==> src/rtl/aprs_compressed_position_encoder_macros.svh <==
// Assertion macros shared by the compressed position encoder RTL.
// Expects clk and rst_n in the scope of each use.
`ifndef APRS_COMPRESSED_POSITION_ENCODER_MACROS_SVH
`define APRS_COMPRESSED_POSITION_ENCODER_MACROS_SVH

// same-cycle implication
`define ACPE_ASSERT_NOW(label, ante, cons, msg) \
    label: assert property (@(posedge clk) disable iff (!rst_n) (ante) |-> (cons)) \
        else $error(msg);

// next-cycle implication
`define ACPE_ASSERT_NEXT(label, ante, cons, msg) \
    label: assert property (@(posedge clk) disable iff (!rst_n) (ante) |=> (cons)) \
        else $error(msg);

`endif

==> src/rtl/acpe_pkg.sv <==
// Shared types, constants and tables of the compressed position encoder.
// No dependencies.
package acpe_pkg;

    localparam int PADDR_W = 3;
    localparam int PDATA_W = 32;

    localparam logic REG_SYM_TABLE = 1'b0;
    localparam logic REG_SYM_CODE  = 1'b1;

    localparam logic [6:0] SYM_TABLE_RST = 7'd47;
    localparam logic [6:0] SYM_CODE_RST  = 7'd62;

    localparam logic signed [27:0] LAT_LIM = 28'sd90000000;
    localparam logic signed [27:0] LAT_NEG = -28'sd90000000;
    localparam logic signed [28:0] LON_LIM = 29'sd180000000;
    localparam logic signed [28:0] LON_NEG = -29'sd180000000;
    localparam logic [28:0] LAT_OFS = 29'd90000000;
    localparam logic [29:0] LON_OFS = 30'd180000000;
    localparam logic [18:0] LAT_SCALE = 19'd380926;
    localparam logic [17:0] LON_SCALE = 18'd190463;
    localparam logic [8:0] HDG_MAX = 9'd359;

    localparam int PROD_W = 46;
    localparam int DIGITS = 4;
    localparam int SPD_MAX_CODE = 90;

    localparam logic [7:0] CH_BANG  = 8'h21;
    localparam logic [7:0] CH_OFS   = 8'd33;
    localparam logic [7:0] CH_TAIL  = 8'h5F;

    localparam int QDEPTH = 2;
    localparam int QPTR_W = $clog2(QDEPTH);

    typedef logic [DIGITS-1:0][6:0] dig_t;

    typedef struct packed {
        dig_t       lat_dig;
        dig_t       lon_dig;
        logic [6:0] course;
        logic [6:0] spd_code;
    } job_t;

    typedef struct packed {
        logic full;
        logic empty;
    } q_stat_t;

    typedef enum logic [2:0] {
        FR_IDLE,
        FR_MUL,
        FR_EST,
        FR_FIX,
        FR_DONE
    } front_state_t;

    typedef enum logic {
        BK_IDLE,
        BK_SEND
    } back_state_t;

    typedef logic [127:0][16:0] spd_tab_t;

    // Divisor of digit k of the scaled product: 1e6 * 91^(3-k).
    function automatic logic [39:0] dig_div(input logic [1:0] k);
        logic [39:0] c;
        unique case (k)
            2'd0: c = 40'd753571000000;
            2'd1: c = 40'd8281000000;
            2'd2: c = 40'd91000000;
            2'd3: c = 40'd1000000;
        endcase
        return c;
    endfunction

    // Digit estimate from the top ten bits of the remainder; low by at most one.
    function automatic logic [6:0] dig_est(input logic [1:0] k, input logic [45:0] r);
        logic [9:0]  top;
        logic [9:0]  m;
        logic [19:0] p;
        unique case (k)
            2'd0:
            begin
                top = {1'b0, r[45:37]};
                m   = 10'd747;
            end
            2'd1:
            begin
                top = r[39:30];
                m   = 10'd531;
            end
            2'd2:
            begin
                top = r[33:24];
                m   = 10'd755;
            end
            2'd3:
            begin
                top = r[26:17];
                m   = 10'd536;
            end
        endcase
        p = {10'd0, top} * {10'd0, m};
        return p[18:12];
    endfunction

    // Minimum speed (1/16 mph) for each speed code; unused entries never match.
    function automatic spd_tab_t spd_thr_build();
        spd_tab_t    tab;
        logic [63:0] pw;
        logic [63:0] thr;
        logic [63:0] q;
        tab    = '1;
        tab[0] = '0;
        pw     = 64'd16777216;
        for (int n = 1; n <= SPD_MAX_CODE; n++)
        begin
            pw  = pw * 64'd27 / 64'd25;
            thr = (pw * 64'd15625 + 64'd16383) >> 14;
            if (thr <= 64'd16000000)
                q = 64'd0;
            else
                q = (thr - 64'd16000000 + 64'd868975) / 64'd868976;
            if (q > 64'd65536)
                q = 64'd65536;
            tab[n] = q[16:0];
        end
        return tab;
    endfunction

    localparam spd_tab_t SPD_THR = spd_thr_build();

endpackage

==> src/rtl/aprs_compressed_position_encoder.sv <==
// The byte sequencer sends one beat a cycle and so sets the rate of fixes;
// the front end is faster, and a two-entry job queue absorbs the difference.
// The receiver cannot stall; beats are dropped on no account and appear back to back.
// Reset (async, active low) empties the pipeline and sets the symbol bytes to '/' and '>'.
module aprs_compressed_position_encoder (
    input  logic                          clk,
    input  logic                          rst_n,
    input  logic                          start,
    output logic                          busy,
    input  logic signed [27:0]            latitude_microdeg,
    input  logic signed [28:0]            longitude_microdeg,
    input  logic [8:0]                    heading_deg,
    input  logic [15:0]                   speed_mph_q4,
    output logic                          strobe,
    output logic [7:0]                    report_byte,
    output logic                          last_byte,
    input  logic                          psel,
    input  logic                          penable,
    input  logic                          pwrite,
    input  logic [acpe_pkg::PADDR_W-1:0]  paddr,
    input  logic [acpe_pkg::PDATA_W-1:0]  pwdata,
    output logic [acpe_pkg::PDATA_W-1:0]  prdata,
    output logic                          pready
);
    import acpe_pkg::*;

    logic [6:0] sym_table_reg, sym_table_next;
    logic [6:0] sym_code_reg, sym_code_next;
    logic       cfg_wr;
    logic       push, pop;
    job_t       f_job, q_job;
    q_stat_t    q_stat;

    assign pready = 1'b1;
    assign cfg_wr = psel && penable && pwrite && pready;

    always_comb
    begin
        sym_table_next = sym_table_reg;
        sym_code_next  = sym_code_reg;
        if (cfg_wr)
        begin
            unique case (paddr[2])
                REG_SYM_TABLE: sym_table_next = pwdata[6:0];
                REG_SYM_CODE:  sym_code_next  = pwdata[6:0];
            endcase
        end
    end

    always_comb
    begin
        unique case (paddr[2])
            REG_SYM_TABLE: prdata = {(PDATA_W - 7)'(0), sym_table_reg};
            REG_SYM_CODE:  prdata = {(PDATA_W - 7)'(0), sym_code_reg};
        endcase
    end

    always_ff @(posedge clk or negedge rst_n)
    begin
        if (!rst_n)
        begin
            sym_table_reg <= SYM_TABLE_RST;
            sym_code_reg  <= SYM_CODE_RST;
        end
        else
        begin
            sym_table_reg <= sym_table_next;
            sym_code_reg  <= sym_code_next;
        end
    end

    acpe_front u_front (
        .clk                (clk),
        .rst_n              (rst_n),
        .start              (start),
        .busy               (busy),
        .latitude_microdeg  (latitude_microdeg),
        .longitude_microdeg (longitude_microdeg),
        .heading_deg        (heading_deg),
        .speed_mph_q4       (speed_mph_q4),
        .q_stat             (q_stat),
        .push               (push),
        .job                (f_job)
    );

    acpe_queue u_queue (
        .clk    (clk),
        .rst_n  (rst_n),
        .push   (push),
        .wr_job (f_job),
        .pop    (pop),
        .rd_job (q_job),
        .stat   (q_stat)
    );

    acpe_back u_back (
        .clk         (clk),
        .rst_n       (rst_n),
        .q_job       (q_job),
        .q_stat      (q_stat),
        .pop         (pop),
        .sym_table   (sym_table_reg),
        .sym_code    (sym_code_reg),
        .strobe      (strobe),
        .report_byte (report_byte),
        .last_byte   (last_byte)
    );

endmodule

==> src/rtl/acpe_front.sv <==
// Front end: takes a fix, clamps it, scales it and splits it into base-91 digits.
// Also finds the speed code and the course. Depends on acpe_pkg and the assertion macros.
`include "aprs_compressed_position_encoder_macros.svh"

module acpe_front (
    input  logic                clk,
    input  logic                rst_n,
    input  logic                start,
    output logic                busy,
    input  logic signed [27:0]  latitude_microdeg,
    input  logic signed [28:0]  longitude_microdeg,
    input  logic [8:0]          heading_deg,
    input  logic [15:0]         speed_mph_q4,
    input  acpe_pkg::q_stat_t   q_stat,
    output logic                push,
    output acpe_pkg::job_t      job
);
    import acpe_pkg::*;

    front_state_t state_reg, state_next;
    logic [1:0]   k_reg, k_next;
    logic         son_reg, son_next;
    logic [2:0]   sbit_reg, sbit_next;

    logic [27:0]  a_reg;
    logic [28:0]  b_reg;
    logic [45:0]  rl_reg, rg_reg;
    logic [6:0]   el_reg, eg_reg;
    dig_t         dl_reg, dg_reg;
    logic [6:0]   course_reg;
    logic [15:0]  q_reg;
    logic [6:0]   code_reg, code_next;

    logic                accept;
    logic signed [27:0]  lat_c;
    logic signed [28:0]  lon_c;
    logic [28:0]         lat_diff;
    logic [29:0]         lon_sum;
    logic [8:0]          hdg_sat;
    logic [45:0]         prod_l, prod_g;
    logic [39:0]         div_c;
    logic [45:0]         back_l, back_g, rem_l, rem_g, fix_l, fix_g;
    logic                ge_l, ge_g;
    logic [6:0]          dig_l, dig_g;
    logic [6:0]          bit_mask, cand;

    assign busy   = (state_reg != FR_IDLE) && !((state_reg == FR_DONE) && !q_stat.full);
    assign accept = start && !busy;
    assign push   = (state_reg == FR_DONE) && !q_stat.full;

    assign job.lat_dig  = dl_reg;
    assign job.lon_dig  = dg_reg;
    assign job.course   = course_reg;
    assign job.spd_code = code_reg;

    // input clamp and offset
    always_comb
    begin
        lat_c = latitude_microdeg;
        if (latitude_microdeg > LAT_LIM)
            lat_c = LAT_LIM;
        else if (latitude_microdeg < LAT_NEG)
            lat_c = LAT_NEG;
        lon_c = longitude_microdeg;
        if (longitude_microdeg > LON_LIM)
            lon_c = LON_LIM;
        else if (longitude_microdeg < LON_NEG)
            lon_c = LON_NEG;
        lat_diff = LAT_OFS - {lat_c[27], lat_c};
        lon_sum  = LON_OFS + {lon_c[28], lon_c};
        hdg_sat  = (heading_deg > HDG_MAX) ? HDG_MAX : heading_deg;
    end

    // scaling and digit correction
    always_comb
    begin
        prod_l = {18'd0, a_reg} * {27'd0, LAT_SCALE};
        prod_g = {17'd0, b_reg} * {28'd0, LON_SCALE};
        div_c  = dig_div(k_reg);
        back_l = {6'd0, div_c} * {39'd0, el_reg};
        back_g = {6'd0, div_c} * {39'd0, eg_reg};
        rem_l  = rl_reg - back_l;
        rem_g  = rg_reg - back_g;
        ge_l   = rem_l >= {6'd0, div_c};
        ge_g   = rem_g >= {6'd0, div_c};
        dig_l  = el_reg + {6'd0, ge_l};
        dig_g  = eg_reg + {6'd0, ge_g};
        fix_l  = ge_l ? rem_l - {6'd0, div_c} : rem_l;
        fix_g  = ge_g ? rem_g - {6'd0, div_c} : rem_g;
    end

    // speed code: binary search over the threshold table, one bit a cycle
    always_comb
    begin
        bit_mask  = 7'd1 << sbit_reg;
        cand      = code_reg | bit_mask;
        code_next = (SPD_THR[cand] <= {1'b0, q_reg}) ? cand : code_reg;
        son_next  = son_reg;
        sbit_next = sbit_reg;
        if (accept)
        begin
            son_next  = 1'b1;
            sbit_next = 3'd6;
        end
        else if (son_reg)
        begin
            if (sbit_reg == 3'd0)
                son_next = 1'b0;
            else
                sbit_next = sbit_reg - 3'd1;
        end
    end

    always_comb
    begin
        state_next = state_reg;
        k_next     = k_reg;
        unique case (state_reg)
            FR_IDLE:
            begin
                if (accept)
                    state_next = FR_MUL;
            end
            FR_MUL:
            begin
                k_next     = 2'd0;
                state_next = FR_EST;
            end
            FR_EST:
            begin
                state_next = FR_FIX;
            end
            FR_FIX:
            begin
                if (k_reg == 2'(DIGITS - 1))
                    state_next = FR_DONE;
                else
                begin
                    k_next     = k_reg + 2'd1;
                    state_next = FR_EST;
                end
            end
            FR_DONE:
            begin
                if (push)
                    state_next = accept ? FR_MUL : FR_IDLE;
            end
        endcase
    end

    always_ff @(posedge clk or negedge rst_n)
    begin
        if (!rst_n)
        begin
            state_reg <= FR_IDLE;
            k_reg     <= 2'd0;
            son_reg   <= 1'b0;
            sbit_reg  <= 3'd0;
        end
        else
        begin
            state_reg <= state_next;
            k_reg     <= k_next;
            son_reg   <= son_next;
            sbit_reg  <= sbit_next;
        end
    end

    always_ff @(posedge clk)
    begin
        if (accept)
        begin
            a_reg      <= lat_diff[27:0];
            b_reg      <= lon_sum[28:0];
            course_reg <= hdg_sat[8:2];
            q_reg      <= speed_mph_q4;
            code_reg   <= 7'd0;
        end
        else if (son_reg)
            code_reg <= code_next;

        if (state_reg == FR_MUL)
        begin
            rl_reg <= prod_l;
            rg_reg <= prod_g;
        end
        else if (state_reg == FR_FIX)
        begin
            rl_reg         <= fix_l;
            rg_reg         <= fix_g;
            dl_reg[k_reg]  <= dig_l;
            dg_reg[k_reg]  <= dig_g;
        end

        if (state_reg == FR_EST)
        begin
            el_reg <= dig_est(k_reg, rl_reg);
            eg_reg <= dig_est(k_reg, rg_reg);
        end
    end

    `ACPE_ASSERT_NOW(a_srch_done, state_reg == FR_DONE, !son_reg, "speed search still running")
    `ACPE_ASSERT_NOW(a_dig_range, state_reg == FR_FIX, (dig_l <= 7'd90) && (dig_g <= 7'd90), "digit above 90")
    `ACPE_ASSERT_NEXT(a_accept_mul, accept, state_reg == FR_MUL, "accepted fix not scaled")

endmodule

==> src/rtl/acpe_queue.sv <==
// Short job queue between the front end and the byte sequencer.
// Depends on acpe_pkg and the assertion macros.
`include "aprs_compressed_position_encoder_macros.svh"

module acpe_queue (
    input  logic               clk,
    input  logic               rst_n,
    input  logic               push,
    input  acpe_pkg::job_t     wr_job,
    input  logic               pop,
    output acpe_pkg::job_t     rd_job,
    output acpe_pkg::q_stat_t  stat
);
    import acpe_pkg::*;

    job_t              mem_reg [QDEPTH];
    logic [QPTR_W-1:0] wp_reg, wp_next;
    logic [QPTR_W-1:0] rp_reg, rp_next;
    logic [QPTR_W:0]   cnt_reg, cnt_next;

    assign stat.full  = (cnt_reg == (QPTR_W + 1)'(QDEPTH));
    assign stat.empty = (cnt_reg == '0);
    assign rd_job     = mem_reg[rp_reg];

    always_comb
    begin
        wp_next  = push ? wp_reg + 1'b1 : wp_reg;
        rp_next  = pop ? rp_reg + 1'b1 : rp_reg;
        cnt_next = cnt_reg;
        if (push && !pop)
            cnt_next = cnt_reg + 1'b1;
        else if (pop && !push)
            cnt_next = cnt_reg - 1'b1;
    end

    always_ff @(posedge clk or negedge rst_n)
    begin
        if (!rst_n)
        begin
            wp_reg  <= '0;
            rp_reg  <= '0;
            cnt_reg <= '0;
        end
        else
        begin
            wp_reg  <= wp_next;
            rp_reg  <= rp_next;
            cnt_reg <= cnt_next;
        end
    end

    always_ff @(posedge clk)
    begin
        if (push)
            mem_reg[wp_reg] <= wr_job;
    end

    `ACPE_ASSERT_NOW(a_no_overrun, push, !stat.full, "push into full queue")
    `ACPE_ASSERT_NOW(a_no_underrun, pop, !stat.empty, "pop from empty queue")

endmodule

==> src/rtl/acpe_back.sv <==
// Byte sequencer: turns one queued job into the fourteen report beats.
// Depends on acpe_pkg and the assertion macros.
`include "aprs_compressed_position_encoder_macros.svh"

module acpe_back (
    input  logic               clk,
    input  logic               rst_n,
    input  acpe_pkg::job_t     q_job,
    input  acpe_pkg::q_stat_t  q_stat,
    output logic               pop,
    input  logic [6:0]         sym_table,
    input  logic [6:0]         sym_code,
    output logic               strobe,
    output logic [7:0]         report_byte,
    output logic               last_byte
);
    import acpe_pkg::*;

    localparam logic [3:0] POS_BANG  = 4'd0;
    localparam logic [3:0] POS_TABLE = 4'd1;
    localparam logic [3:0] POS_LAT0  = 4'd2;
    localparam logic [3:0] POS_LAT1  = 4'd3;
    localparam logic [3:0] POS_LAT2  = 4'd4;
    localparam logic [3:0] POS_LAT3  = 4'd5;
    localparam logic [3:0] POS_LON0  = 4'd6;
    localparam logic [3:0] POS_LON1  = 4'd7;
    localparam logic [3:0] POS_LON2  = 4'd8;
    localparam logic [3:0] POS_LON3  = 4'd9;
    localparam logic [3:0] POS_CODE  = 4'd10;
    localparam logic [3:0] POS_CRS   = 4'd11;
    localparam logic [3:0] POS_SPD   = 4'd12;
    localparam logic [3:0] POS_TAIL  = 4'd13;

    back_state_t state_reg, state_next;
    logic [3:0]  idx_reg, idx_next;
    job_t        job_reg, job_next;
    logic        strobe_reg, last_reg;
    logic [7:0]  byte_reg;
    logic [7:0]  byte_sel;

    assign strobe      = strobe_reg;
    assign last_byte   = last_reg;
    assign report_byte = byte_reg;

    always_comb
    begin
        state_next = state_reg;
        idx_next   = idx_reg;
        job_next   = job_reg;
        pop        = 1'b0;
        unique case (state_reg)
            BK_IDLE:
            begin
                if (!q_stat.empty)
                begin
                    pop        = 1'b1;
                    job_next   = q_job;
                    idx_next   = POS_BANG;
                    state_next = BK_SEND;
                end
            end
            BK_SEND:
            begin
                if (idx_reg == POS_TAIL)
                begin
                    if (!q_stat.empty)
                    begin
                        pop      = 1'b1;
                        job_next = q_job;
                        idx_next = POS_BANG;
                    end
                    else
                        state_next = BK_IDLE;
                end
                else
                    idx_next = idx_reg + 4'd1;
            end
        endcase
    end

    always_comb
    begin
        unique case (idx_reg)
            POS_BANG:  byte_sel = CH_BANG;
            POS_TABLE: byte_sel = {1'b0, sym_table};
            POS_LAT0:  byte_sel = {1'b0, job_reg.lat_dig[0]} + CH_OFS;
            POS_LAT1:  byte_sel = {1'b0, job_reg.lat_dig[1]} + CH_OFS;
            POS_LAT2:  byte_sel = {1'b0, job_reg.lat_dig[2]} + CH_OFS;
            POS_LAT3:  byte_sel = {1'b0, job_reg.lat_dig[3]} + CH_OFS;
            POS_LON0:  byte_sel = {1'b0, job_reg.lon_dig[0]} + CH_OFS;
            POS_LON1:  byte_sel = {1'b0, job_reg.lon_dig[1]} + CH_OFS;
            POS_LON2:  byte_sel = {1'b0, job_reg.lon_dig[2]} + CH_OFS;
            POS_LON3:  byte_sel = {1'b0, job_reg.lon_dig[3]} + CH_OFS;
            POS_CODE:  byte_sel = {1'b0, sym_code};
            POS_CRS:   byte_sel = {1'b0, job_reg.course} + CH_OFS;
            POS_SPD:   byte_sel = {1'b0, job_reg.spd_code} + CH_OFS;
            POS_TAIL:  byte_sel = CH_TAIL;
            default:   byte_sel = '0;
        endcase
    end

    always_ff @(posedge clk or negedge rst_n)
    begin
        if (!rst_n)
        begin
            state_reg  <= BK_IDLE;
            idx_reg    <= POS_BANG;
            strobe_reg <= 1'b0;
            last_reg   <= 1'b0;
        end
        else
        begin
            state_reg  <= state_next;
            idx_reg    <= idx_next;
            strobe_reg <= (state_reg == BK_SEND);
            last_reg   <= (state_reg == BK_SEND) && (idx_reg == POS_TAIL);
        end
    end

    always_ff @(posedge clk)
    begin
        job_reg  <= job_next;
        byte_reg <= byte_sel;
    end

    `ACPE_ASSERT_NEXT(a_beats_packed, strobe_reg && !last_reg, strobe_reg, "gap inside a report")

endmodule
==> config.mk <==
export PLATFORM = sky130hd
export DESIGN_NAME = aprs_compressed_position_encoder
export DESIGN_NICKNAME = d
export VERILOG_FILES = /design/src/rtl/acpe_pkg.sv /design/src/rtl/aprs_compressed_position_encoder.sv /design/src/rtl/acpe_front.sv /design/src/rtl/acpe_queue.sv /design/src/rtl/acpe_back.sv
export VERILOG_INCLUDE_DIRS = /design/src /design/src/rtl
export SDC_FILE = /design/constraint.sdc
export NUM_CORES = 2
export LEC_CHECK = 0
export BUFFER_PORTS_ARGS = -buffer_cell sky130_fd_sc_hd__clkbuf_2
export CAP_MARGIN = 30
export CORE_UTILIZATION = 45
export DETAILED_ROUTE_END_ITERATION = 6
export PLACE_DENSITY = 0.71
export SLEW_MARGIN = 20
export SYNTH_ARGS = -nofsm -noshare
export SYNTH_HDL_FRONTEND = slang
export SYNTH_SLANG_ARGS = --single-unit
export TNS_END_PERCENT = 30
==> constraint.sdc <==
create_clock -name clk -period 9.3 [get_ports clk]
set_input_delay 0.465 -clock clk [delete_from_list [all_inputs] [get_ports clk]]
set_output_delay 0.465 -clock clk [all_outputs]
set_load 0.1 [all_outputs]
Yosys cells after proc, flatten, opt, wreduce, memory -nomap -nowiden
Memory sizes are Yosys's and may differ from the RTL's.
Cells that the tools add are included.

storage, ports and cells
  memories kept = 2
  register bits = 361
  input bits = 123
  memory bits (writable) = 140
  latch bits = 0
  word-level logic and storage cells = 198
  output and inout bits = 44
  bits in read-only memories = 2176

operators by class
  $mul = 6
  add/sub/neg operators = 25
  bitwise gates (word level) = 4
  eq/ne operators = 26
  $lt $le $gt $ge = 11
  muxes and demuxes = 52
  divide/modulo/power cells = 0
  reductions and logical operators = 29
  shift-type cells = 1

memories
  name             depth  bits a word  rd ports  clocked after Yosys merged registers in  wr ports  line              RTL
  (no name shown)  128    17           1         0                                        0         acpe_front.sv:97  code_next = (SPD_THR[cand] <= {1'b0, q_reg}) ? cand : code_reg;
  u_queue.mem_reg  2      70           1         0                                        1         acpe_queue.sv:16  job_t mem_reg [QDEPTH];

operator list
  operator                                                                number
  46-bit 2-to-1 mux                                                       6
  40-bit case mux with 4 select lines                                     1
  70-bit 2-to-1 mux                                                       2
  70-bit case mux with 2 select lines                                     1
  10-bit case mux with 4 select lines                                     3
  8-bit case mux with 14 select lines                                     1
  46-bit by 40-bit greater-or-equal comparator with 1-bit output          2
  40-bit by 7-bit multiplier with 46-bit output                           2
  46-bit by 40-bit subtractor with 46-bit output                          2
  46-bit subtractor                                                       2
  7-bit by 6-bit adder with 8-bit output (second input constant)          10
  32-bit case mux with 2 select lines                                     1
  29-bit 2-to-1 mux                                                       2
  28-bit bitwise mux                                                      2
  28-bit 2-to-1 mux                                                       2
  29-bit by 18-bit multiplier with 46-bit output (second input constant)  1
  28-bit by 18-bit multiplier with 45-bit output (second input constant)  1
  10-bit by 10-bit multiplier with 19-bit output                          2
  10-bit 2-to-1 mux                                                       3
  29-bit adder (first input constant)                                     1
  29-bit greater-than comparator (second input constant)                  1
  29-bit less-than comparator (second input constant)                     1
  28-bit greater-than comparator (second input constant)                  1
  28-bit less-than comparator (second input constant)                     1
  45 further kinds                                                        103

Longest topological paths before layout
  word-level depth = 10
  gate-level depth with buffers = 43
  depth with buffers taken out = 38

Hierarchy
From an unflattened synthesis, not the netlist that was laid out.

unflattened totals
  cell total of the unflattened synthesis = 6777
  area total of the unflattened synthesis = 68385.6 sq um

modules (own cells, without submodules)
  module                            area each (sq um)  cells an instance  instances  sequential area each (sq um)
  acpe_front                        58307.2            6211               1          7622.3
  acpe_queue                        5589.1             234                1          4304.1
  acpe_back                         3639.7             266                1          2437.3
  aprs_compressed_position_encoder  849.6              66                 1          362.8

Least setup slack after synthesis
OpenSTA, ideal clock, no wires.

  path type = flip-flop to flip-flop
  start = register u_front.k_reg[1]
  end = register u_front.dg_reg, in the netlist u_front.job[20], data pin
  library setup time = 279 ps
  arrival time = 9439 ps
  buffers on the path = 8
  cell stages (with the launch flop) = 44
  required time = 9021 ps
  period minus slack after synthesis = 9718 ps
  slack = -418 ps
  path through = dfrtp_1 inv_1 ha_1 clkbuf_1 clkbuf_1 buf_1 clkbuf_1 buf_1 nand2_1 inv_1 ha_1 inv_1 fa_1 fa_1 inv_1 fa_1 inv_1 ha_1 (+8 left out) clkbuf_1 a21o_1 or4_1 o21ai_0 nor3_1 o221ai_1 o211ai_1 a31o_1 a211o_1 a211oi_2 and2_4 inv_2 buf_2 ha_1 ha_1 and3_1 nand3_1 xnor2_1

on the way
  word-level cells in the longest chain between the ends = 7
  elaborated cells between the ends (all ways) = 15
  those cells by class = add/sub (2); mul (1); order compare (3); eq/ne (3); mux (4); reduce/logical (2)

ends and longest elaborated chain
  what                                                                line               RTL
  start, declared                                                     acpe_front.sv:21   logic [1:0] k_reg, k_next;
  start signal, assigned                                              acpe_front.sv:163  k_reg <= k_next;
  2-bit == test, or another cell as far along                         acpe_pkg.sv:67     unique case (k)
  40-bit case mux with 4 select lines (*)                             acpe_pkg.sv:67
  40-bit by 7-bit multiplier with 46-bit output                       acpe_front.sv:81   back_g = {6'd0, div_c} * {39'd0, eg_reg};
  46-bit subtractor                                                   acpe_front.sv:83   rem_g = rg_reg - back_g;
  46-bit by 40-bit greater-or-equal comparator with 1-bit output (*)  acpe_front.sv:85   ge_g = rem_g >= {6'd0, div_c};
  7-bit by 1-bit adder with 7-bit output (*)                          acpe_front.sv:87   dig_g = eg_reg + {6'd0, ge_g};
  named net u_front.dig_g[6]                                          acpe_front.sv:44   logic [6:0] dig_l, dig_g;
  28-bit bitwise mux (*)                                              acpe_front.sv:192  dg_reg[k_reg] <= dig_g;
  end signal, assigned by index                                       acpe_front.sv:192
  end, declared                                                       acpe_front.sv:29   dig_t dl_reg, dg_reg;

Mark *: on every way through the listed nets, which the timed path passes. The rest lies on a longest branch. The select of a mux whose other input is x is not followed.
A chain may end at the register's enable or synchronous reset.

Worst setup path in the final report
  start = register u_front.k_reg[1]
  end = register u_front.dg_reg, in the netlist u_front.job[27], data pin

Same word-level chain as after synthesis.

==> run summary <==
reg-to-reg critical path endpoint -> u_front.job[27]
critical path class -> reg2reg
Die Width -> 391 µm
maximum clock rate -> 110 MHz
io pins -> 167
reg2reg start -> u_front.k_reg[1]
Max clock buf depth -> 3
Synth-to-Final Area Change -> 7.87%
max-slew violation count -> 0
Hold Path Sink -> u_front.state_reg[0]
most used cell, CP -> fa_1
area share of the largest cell type after synthesis -> 28.7%
port buffer count -> 111
CTS Root Cell -> clkbuf_16
RSZ-0062 raised after global routing -> yes
largest net degree at the start of global routing -> 73
CTS tree -> built
number of flops mapped to enable cells by yosys -> 451
routability congestion estimate -> 0.973
FF-to-FF setup slack -> 0.23 ns
Worst EP arrival -> 9.45 ns
slowest stage delay, CP -> 0.53 ns
Hold Startpoint -> start
fin util -> 49.0%
post-route cell area -> 0.0735 mm²
Worst-Skew Late Latency -> 0.71 ns
Slew HR -> 28.5%
sequential share of the synthesized area -> 21.6%
Tot GR Track Use -> 22.6%
Core Area -> 0.150 mm²
Req. time, crit path -> 9.69 ns
Final setup viols -> 0
synth unique cells -> 124
share of cells above drive strength 1 -> 7.79%
CTS Buf Count -> 57
Area contributors post-synth -> fa_1 29%, edfxtp_1 20%, ha_1 13%
Critical Path Source Type -> flip-flop
pre-CTS setup slack -> 0.132 ns
initial DRC count -> 3719
Worst Setup End Kind -> flip-flop
vias in the first global route -> 51000
Tmin final -> 9.07 ns
htree depth -> 2
drt total wl -> 170000 µm
final worst slack -> 0.233 ns
Die Ht -> 391 µm
Avg Inst Size Synth -> 10.0 µm²
worst-margin pin slew -> 1.06 ns
total global routing overflow -> 0
Yosys top cell by area -> fa_1
clock net sink count -> 501
DP HPWL -> 139000 µm
final hold vios -> 0
crit-path max FO -> 7
Clock transition at path regs -> 0.07 ns
Antenna Violating Nets Remaining -> 0
Vias -> 48900
Synth top cells by count -> 1408 x inv_1, 977 x fa_1, 725 x ha_1, 451 x edfxtp_1, 417 x nand2_1
DP Area -> 0.0711 mm²
Max Cap Viol -> 0
initial antenna violation count -> 2
hold path depth -> 3
Mapped Cells -> 6806
yosys warns -> 0
fin crit share -> 97.5%
Initial Utilization -> 45.4%
worst hold margin -> 0.0432 ns
area of the die -> 0.153 mm²
CP max stage cell -> fa_1
Worst Skew -> 0.0651 ns
WL per Instance -> 19.0 µm
drt pass-1 iters -> 7
Hold Crit Class -> in2reg
fraction of registers with async set or reset after synthesis -> 6.79%
failing checks -> DRC
num rows -> 142
FF-to-FF path depth -> 33
Largest register FFs -> 140
post-synthesis cell area -> 0.0681 mm²
remaining routing DRC violations -> 4
Main synth FF type -> edfxtp_1
#FFs+latches synth -> 501
# nets final -> 8721
first-pass GRT wire length -> 274000 µm
fill count -> 13600
Via density -> 5.46
most common cell in the synthesized netlist -> inv_1
status -> finished, violations left
[critical path, delay by kind of cell (launching register included)]
kind,cells,cell delay (ns)
fa+ha+maj,9,3.37
compound gates,10,2.39
simple gates,9,1.79
buf+inv,3,0.48
flops,1,0.38
xor+xnor,2,0.31
[per-stage QoR]
step,setup TNS [ns],instances
3_3_place_gp,0,8827
5_1_grt,-0.465,8959
4_1_cts,0,8951
6_report,0,8959
2_1_floorplan,0,6830
3_5_place_dp,0,8828
[cells in the final DEF (no fill, tap or decap), types with 20 or more instances in the layout]
master and instances:
fa_1 977, ha_1 719, o211ai_1 39, mux2_2 96
nand2b_1 58, nor4_1 25, a21oi_1 319, edfxtp_1 451
a21o_1 98, nand2_1 415, buf_4 112, clkbuf_16 57
and2_1 48, o21a_1 50, clkbuf_2 111, conb_1 26
xnor2_1 174, o21ai_0 214, mux2i_1 21, o31ai_1 24
a211oi_1 46, a222oi_1 24, xor2_1 105, nor2_1 353
and3_1 38, inv_1 1403, nand3_1 88, or3_1 29
a31oi_1 64, nand4_1 38, nor3_1 80, dfrtp_1 23
o21bai_1 20, nor2b_1 57, o22ai_1 50
[metal layers]
metal / global-route usage, % / wire, µm
met5: 0 / 0
met4: 8.36 / 6770
met3: 2.86 / 10700
met2: 37.6 / 80300
met1: 30.0 / 72600
[timing repair]
item	CTS	global route
resized for setup	2	25
hold buffers	18	0
endpoints found under the setup margin	8	82
setup buffers	0	3
endpoints found under the hold margin	27	0
pin swaps	0	2
[worst max path at each step]
stage,start,endpoint,slack [ns],depth (start not counted)
after floorplan,u_front.k_reg[1],u_front.job[20],0.01,42
after global placement,u_front.k_reg[1],u_front.job[18],0.30,32
after detailed placement,u_front.k_reg[1],u_front.job[32],0.13,34
after CTS,u_front.k_reg[1],u_front.job[39],0.05,36
after global routing,u_front.k_reg[1],u_front.job[27],-0.05,39
final,u_front.k_reg[1],u_front.job[27],0.23,33
[cell families (layout without fill, tap and decap cells)]
kind of cell | count (synthesis) | in the layout | share of synthesized area [%]
buffers and inverters | 1659 | 1771 | 9.40
muxes | 118 | 118 | 1.92
xor gates and xnor gates | 287 | 287 | 3.73
other | 2 | 27 | 0.0110
AOI/OAI and AO/OA | 1209 | 1209 | 11.9
and+or+nand+nor | 1328 | 1328 | 9.33
adders and majority gates | 1702 | 1702 | 42.0
DFF | 501 | 501 | 21.6
[area by class of cell]
| cell class | count | area, µm² | area share (%) |
|---|---|---|---|
| antenna | 1 | 2.50 | 0.00341 |
| clock buffer | 63 | 1450 | 1.97 |
| clock inverter | 42 | 523 | 0.712 |
| inverter | 1417 | 5330 | 7.26 |
| multi-input combinational | 4670 | 47200 | 64.3 |
| sequential | 501 | 14700 | 20.0 |
| tap | 2016 | 2520 | 3.43 |
| timing repair buffer | 249 | 1700 | 2.31 |
Power is left out: the tool's default activity adds up to more than one toggle a clock period on the data nets, which glitch-free logic cannot reach.
